===== src/dqks_pkg.sv =====
// Shared types and constants for the deque with key search.
package dqks_pkg;

  localparam int ID_W    = 16;
  localparam int PRICE_W = 32;
  localparam int COUNT_W = 5;

  typedef enum logic [2:0] {
    OP_PUSH_BACK  = 3'd0,
    OP_PUSH_FRONT = 3'd1,
    OP_POP_FRONT  = 3'd2,
    OP_POP_BACK   = 3'd3,
    OP_SEARCH     = 3'd4,
    OP_UPDATE     = 3'd5,
    OP_COUNT      = 3'd6,
    OP_MAX        = 3'd7
  } op_t;

  typedef enum logic [1:0] {
    ST_OK   = 2'd0,
    ST_MISS = 2'd1,
    ST_FULL = 2'd2
  } status_t;

  typedef enum logic [1:0] {
    S_IDLE,
    S_SCAN,
    S_DONE
  } state_t;

endpackage


===== src/dqks_store.sv =====
// Entry storage: id and price arrays with one write port and one registered read port.
module dqks_store #(
  parameter int DEPTH = 16,
  parameter int AW    = $clog2(DEPTH)
) (
  input  logic                         clk,
  input  logic                         we,
  input  logic [AW-1:0]                waddr,
  input  logic [dqks_pkg::ID_W-1:0]    wkey,
  input  logic [dqks_pkg::PRICE_W-1:0] wprice,
  input  logic [AW-1:0]                raddr,
  output logic [dqks_pkg::ID_W-1:0]    rkey,
  output logic [dqks_pkg::PRICE_W-1:0] rprice
);
  import dqks_pkg::*;

  logic [ID_W-1:0]    key_mem   [DEPTH];
  logic [PRICE_W-1:0] price_mem [DEPTH];

  always_ff @(posedge clk) begin
    if (we) begin
      key_mem[waddr]   <= wkey;
      price_mem[waddr] <= wprice;
    end
    rkey   <= key_mem[raddr];
    rprice <= price_mem[raddr];
  end

endmodule


===== src/deque_with_key_search_unit.sv =====
// Top level of the bounded deque of (id, price) entries with key and maximum search.
// Pushes, pops and count go straight to the done state, which loads the result and raises out_valid.
// Search, update and max read one entry per cycle from the front through the registered
// store port, walking at most DEPTH entries; a new transaction is taken only back in idle,
// and a result that is not taken holds off the next one.
// Synchronous active-high reset empties the queue; stored entries are not cleared.
module deque_with_key_search_unit #(
  parameter int DEPTH = 16
) (
  input  logic                         clk,
  input  logic                         rst,
  input  logic                         in_valid,
  output logic                         in_ready,
  input  dqks_pkg::op_t                op,
  input  logic [dqks_pkg::ID_W-1:0]    item_id,
  input  logic [dqks_pkg::PRICE_W-1:0] item_price,
  output logic                         out_valid,
  input  logic                         out_ready,
  output dqks_pkg::status_t            status,
  output logic [dqks_pkg::ID_W-1:0]    found_id,
  output logic [dqks_pkg::PRICE_W-1:0] found_price,
  output logic [dqks_pkg::COUNT_W-1:0] entry_count
);
  import dqks_pkg::*;

  localparam int AW = $clog2(DEPTH);
  localparam int CW = $clog2(DEPTH + 1);
  localparam int SW = ((AW > CW) ? AW : CW) + 1;
  localparam int XW = (CW > COUNT_W) ? CW : COUNT_W;

  state_t state, state_next;

  logic [AW-1:0] front;
  logic [CW-1:0] count;
  op_t           op_r;
  logic [ID_W-1:0]    key_r;
  logic [PRICE_W-1:0] price_r;

  logic [CW-1:0] pos;
  logic [AW-1:0] slot;
  logic          cmp_valid;
  logic          cmp_last;
  logic [AW-1:0] cmp_slot;

  logic               best_valid;
  logic [ID_W-1:0]    best_id;
  logic [PRICE_W-1:0] best_price;

  status_t            res_status;
  logic [ID_W-1:0]    res_id;
  logic [PRICE_W-1:0] res_price;

  logic               mem_we;
  logic [AW-1:0]      mem_waddr;
  logic [ID_W-1:0]    mem_wkey;
  logic [PRICE_W-1:0] mem_wprice;
  logic [ID_W-1:0]    rd_key;
  logic [PRICE_W-1:0] rd_price;

  logic          full, empty, issue, hit, take, needs_scan, out_free;
  logic [AW-1:0] front_inc, front_dec, slot_inc, back_slot;
  logic [SW-1:0] back_sum;
  logic [XW-1:0] count_ext;

  assign full      = (count == CW'(DEPTH));
  assign empty     = (count == '0);
  assign front_inc = (front == AW'(DEPTH - 1)) ? '0 : front + 1'b1;
  assign front_dec = (front == '0) ? AW'(DEPTH - 1) : front - 1'b1;
  assign slot_inc  = (slot == AW'(DEPTH - 1)) ? '0 : slot + 1'b1;
  assign back_sum  = SW'(front) + SW'(count);
  assign back_slot = (back_sum >= SW'(DEPTH)) ? AW'(back_sum - SW'(DEPTH)) : AW'(back_sum);
  assign count_ext = XW'(count);
  assign issue     = (pos != count);
  // Key equality for search and update; the price order for max is a separate comparator (take).
  assign hit       = (op_r != OP_MAX) && (rd_key == key_r);
  assign take      = !best_valid || (rd_price > best_price);
  assign needs_scan = (op == OP_SEARCH || op == OP_UPDATE || op == OP_MAX) && !empty;
  assign out_free  = !out_valid || out_ready;

  dqks_store #(.DEPTH(DEPTH), .AW(AW)) u_store (
    .clk    (clk),
    .we     (mem_we),
    .waddr  (mem_waddr),
    .wkey   (mem_wkey),
    .wprice (mem_wprice),
    .raddr  (slot),
    .rkey   (rd_key),
    .rprice (rd_price)
  );

  always_comb begin
    state_next = state;
    unique case (state)
      S_IDLE: if (in_valid) begin
        state_next = needs_scan ? S_SCAN : S_DONE;
      end
      S_SCAN: if (cmp_valid && (hit || cmp_last)) begin
        state_next = S_DONE;
      end
      S_DONE: if (out_free) begin
        state_next = S_IDLE;
      end
      default: state_next = S_IDLE;
    endcase
  end

  always_comb begin
    in_ready   = (state == S_IDLE);
    mem_we     = 1'b0;
    mem_waddr  = back_slot;
    mem_wkey   = item_id;
    mem_wprice = item_price;
    unique case (state)
      S_IDLE: begin
        if (in_valid && !full && (op == OP_PUSH_BACK || op == OP_PUSH_FRONT)) begin
          mem_we    = 1'b1;
          mem_waddr = (op == OP_PUSH_BACK) ? back_slot : front_dec;
        end
      end
      S_SCAN: begin
        if (cmp_valid && hit && op_r == OP_UPDATE) begin
          mem_we     = 1'b1;
          mem_waddr  = cmp_slot;
          mem_wkey   = key_r;
          mem_wprice = price_r;
        end
      end
      default: ;
    endcase
  end

  always_ff @(posedge clk) begin
    if (rst) begin
      state     <= S_IDLE;
      front     <= '0;
      count     <= '0;
      out_valid <= 1'b0;
      cmp_valid <= 1'b0;
    end else begin
      state <= state_next;
      // The result register is reloaded from the done state, which sets out_valid itself.
      if (out_valid && out_ready && state != S_DONE) begin
        out_valid <= 1'b0;
      end
      case (state)
        S_IDLE: if (in_valid) begin
          op_r       <= op;
          key_r      <= item_id;
          price_r    <= item_price;
          res_status <= ST_OK;
          res_id     <= '0;
          res_price  <= '0;
          pos        <= '0;
          slot       <= front;
          cmp_valid  <= 1'b0;
          best_valid <= 1'b0;
          case (op) inside
            OP_PUSH_BACK, OP_PUSH_FRONT: begin
              if (full) begin
                res_status <= ST_FULL;
              end else begin
                count <= count + 1'b1;
                if (op == OP_PUSH_FRONT) begin
                  front <= front_dec;
                end
              end
            end
            OP_POP_FRONT, OP_POP_BACK: begin
              if (empty) begin
                res_status <= ST_MISS;
              end else begin
                count <= count - 1'b1;
                if (op == OP_POP_FRONT) begin
                  front <= front_inc;
                end
              end
            end
            OP_SEARCH, OP_UPDATE, OP_MAX: begin
              if (empty) begin
                res_status <= ST_MISS;
              end
            end
            default: ;
          endcase
        end
        S_SCAN: begin
          // Reads are issued one slot ahead of the compare, since the store's data is registered.
          if (issue) begin
            cmp_valid <= 1'b1;
            cmp_slot  <= slot;
            cmp_last  <= (pos == count - 1'b1);
            pos       <= pos + 1'b1;
            slot      <= slot_inc;
          end else begin
            cmp_valid <= 1'b0;
          end
          if (cmp_valid) begin
            if (op_r == OP_MAX) begin
              if (take) begin
                best_valid <= 1'b1;
                best_id    <= rd_key;
                best_price <= rd_price;
              end
              if (cmp_last) begin
                res_id    <= take ? rd_key : best_id;
                res_price <= take ? rd_price : best_price;
              end
            end else if (hit) begin
              res_id    <= rd_key;
              res_price <= (op_r == OP_UPDATE) ? price_r : rd_price;
            end else if (cmp_last) begin
              res_status <= ST_MISS;
            end
          end
        end
        S_DONE: if (out_free) begin
          out_valid   <= 1'b1;
          status      <= res_status;
          found_id    <= res_id;
          found_price <= res_price;
          entry_count <= count_ext[COUNT_W-1:0];
        end
        default: ;
      endcase
    end
  end

endmodule


===== config.mk =====
export PLATFORM = sky130hd
export DESIGN_NAME = deque_with_key_search_unit
export DESIGN_NICKNAME = d
export VERILOG_FILES = /design/src/dqks_pkg.sv /design/src/dqks_store.sv /design/src/deque_with_key_search_unit.sv
export SDC_FILE = /design/constraint.sdc
export NUM_CORES = 1
export LEC_CHECK = 0
export ABC_AREA = 1
export BUFFER_PORTS_ARGS = -buffer_cell sky130_fd_sc_hd__buf_4
export CAP_MARGIN = 20
export CORE_MARGIN = 3
export CORE_UTILIZATION = 34
export CTS_CLUSTER_DIAMETER = 40
export DETAILED_ROUTE_END_ITERATION = 10
export SLEW_MARGIN = 25
export SYNTH_ARGS = -nofsm -noshare
export SYNTH_HDL_FRONTEND = slang
export SYNTH_SLANG_ARGS = --single-unit

===== constraint.sdc =====
create_clock -name clk -period 5.99 [get_ports clk]
set_input_delay 0.8985 -clock clk [delete_from_list [all_inputs] [get_ports clk]]
set_output_delay 0.8985 -clock clk [all_outputs]
set_load 0.03 [all_outputs]

==> run metrics <==
total of warnings raised by yosys=0; Num CTS Buffers=121; CP required=6.32 ns; register area share after synthesis=73.0%; outcome=complete, no violations; LEAKAGE=17.4 nW; fin crit period=3.69 ns; IO buf count=111; Worst EP arrival=4.02 ns; Final GP Congestion=0.860; Final Max Tran Viols=0; htree depth=3; syn nets=3475; startpoint types=register; RSZ-0062 raised after global routing=false; clock latency at the later pin of the worst-skew pair=0.71 ns; #FFs+latches synth=1048; DP Wirelength=67.1 mm; fin nets=3582; Crit-path slowest cell=buf_4; die height=359 µm; global-route wire length before repair=168 mm; hold_buf cts=0; clk root buf=clkbuf_16; post-synth cell types=44; crit path kind=register to register; Fin. Hold Viols=0; Net Sw Frac=24.8%; via-per-instance ratio=5.21; R2R setup slack=2.30 ns; commonest non-fill, non-tap cells in the layout=987 x edfxtp_1, 630 x nand2_1, 256 x o21ai_0; CP max stage delay=0.58 ns; Initial DRC Count=2730; mapped cell area=42300 µm²; clk slew on worst S/H paths=0.06 ns; worst setup margin=2.30 ns; # IOs=112; combinational power share=9.2%; Worst Skew=0.0325 ns; Tot Pwr=0.0175 W; core area=123000 µm²; most frequent CP cell=nand2_1; CTS resizes=0; setup violators final=0; Seq pwr share=47.9%; Area Growth Syn to Fin=16.4%; fmax=271 MHz; Int Pwr=0.0131 W; gr usage total=17.3%; Post-CTS Setup Inserts=0; antenna cells=0; initial antenna violation count=5; clock sinks=1048; pwr/cell area=355 nW/µm²; WL final=113 mm; CP max FO=34; WL/cell=21.7 µm; final worst path period share=61.6%; switching power=0.00433 W; row count=128; TritonCTS clock tree=done; Clk pwr share=42.9%; Setup TNS=0 ns; number of global-route vias before repair=26000; Slew headroom=30.3%; Avg Cell Area, Syn=12.5 µm²; initial core utilization=34.5%; DR vias=27200; Hold Path Class=input port to register; Die ar.=129000 µm²; most common cell after layout, fill and taps aside=edfxtp_1; first drt pass iteration count=5; Max Cap Viol=0; layout cells sized above 1=12.8%; CTS max path bufs=3; largest net degree at the start of global routing=142; # DRC=0; critical-path cell list=inv_1, ha_1, nand2_2, nor2_4, nand2_2, nand3_2, nor2_1, nand2_1, nand2_1, o22ai_1, inv_1, nand2_1, nor2_1, nand2_1, nor2_4, buf_4; final core occ=40.1%; DIE WIDTH=359 µm; Slew @ Worst Pin=1.05 ns; Post-DRT Antenna Nets=0; grt total ovfl=0; Mapped Cells=3378; critical path endpoint category=register; pre-CTS setup slack=2.00 ns; peak supply drop=282 µV
final timing paths:
check | start | cells after the start | end
worst min register to register | res_price[27] | 0 | found_price[27]
worst max-delay path | count[0] | 16 | u_store.price_mem[6][16]
worst min-delay path | item_price[28] | 1 | price_r[28]
worst max register to register | count[0] | 16 | u_store.price_mem[6][16]
layout make-up:
class / instances / area [µm²]
multi-input cells: 1938 / 9980
repair buffers: 178 / 1440
flip-flops and latches: 1048 / 30900
clock buffers: 143 / 3230
inverters: 198 / 756
well taps: 1625 / 2030
fillers: 11400 / 73500
clock inverters: 85 / 912
registers in the layout, summed over array words and instances (netlist names), 2 cells and up:
register           cells
u_store.price_mem    512
price_r               32
front                  4
u_store.rprice        32
slot                   4
found_price           32
entry_count            5
key_r                 16
status                 2
u_store.rkey          16
state                  2
u_store.key_mem      256
op_r                   3
best_id               16
res_id                16
res_price             32
pos                    5
found_id              16
best_price            32
cmp_slot               4
count                  5
res_status             2
kinds of logic (layout without fill, tap and decap cells):
kind of cell | after synthesis | after routing | synth area share [%]
AOI/OAI and AO/OA | 697 | 697 | 9.74
xor gates and xnor gates | 24 | 24 | 0.497
adders and majority gates | 42 | 42 | 1.26
buffers and inverters | 392 | 604 | 3.85
DFF | 1048 | 1048 | 73.0
and+or+nand+nor | 1175 | 1175 | 11.7
worst max-delay path: cells and delay by family (launching register included):
kind	cells	cell delay, ns
compound gates	1	0.09
fa+ha+maj	1	0.25
buf+inv	3	0.79
flops	1	0.46
simple gates	11	1.72
per-layer routing:
layer | global-route usage, % | part of all wire (%) | vias to the layer above
li1 | - | - | 12500
met1 | 23.9 | 43 | 13400
met2 | 27.7 | 47 | 1118
met3 | 3.21 | 7.8 | 178
met4 | 5.31 | 2.6 | 0
met5 | 0 | 0 | -
power by group through the flow:
stage | clock (W) | combinational, W | sequential [W]
final | 0.00750 | 0.00161 | 0.00837
after global routing | 0.00793 | 0.00177 | 0.00838
after CTS | 0.00762 | 0.00161 | 0.00837
after detailed placement | 0 | 0.00160 | 0.00852
after global placement | 0 | 0.00159 | 0.00852
after floorplan | 0 | 0.000964 | 0.00853
synthesized netlist by cell type (all sizes together):
cell | n | share of area, %
nand3b | 2 | 0.035
clkbuf | 118 | 1.0
o2111ai | 1 | 0.021
nor3 | 5 | 0.059
nand3 | 191 | 2.3
o221ai | 37 | 0.77
a2111oi | 1 | 0.021
clkinv | 1 | 0.0089
o22ai | 97 | 1.4
inv | 197 | 1.7
nand4 | 42 | 0.66
o211ai | 2 | 0.035
buf | 76 | 1.0
a31oi | 2 | 0.030
or2 | 1 | 0.015
fa | 1 | 0.047
nor4 | 3 | 0.074
o21a | 5 | 0.089
and2 | 32 | 0.47
xor2 | 11 | 0.23
a211oi | 1 | 0.018
nor2 | 264 | 2.4
nand2 | 635 | 5.7
ha | 41 | 1.2
dfxtp | 61 | 2.9
edfxtp | 987 | 70
a21oi | 167 | 2.0
xnor2 | 13 | 0.27
a221oi | 58 | 1.2
o31ai | 2 | 0.035
o21ai | 324 | 4.1
metrics by stage:
stage / hold WS [ns] / instances / instance area, µm²
5_1_grt: 0.358 / 5215 / 49200
4_1_cts: 0.346 / 5215 / 49200
3_5_place_dp: 0.405 / 4987 / 45100
2_1_floorplan: 0.400 / 3378 / 42300
3_3_place_gp: 0.400 / 4987 / 45100
6_report: 0.392 / 5215 / 49200
Note: power is estimated with default switching activity, not from simulation.
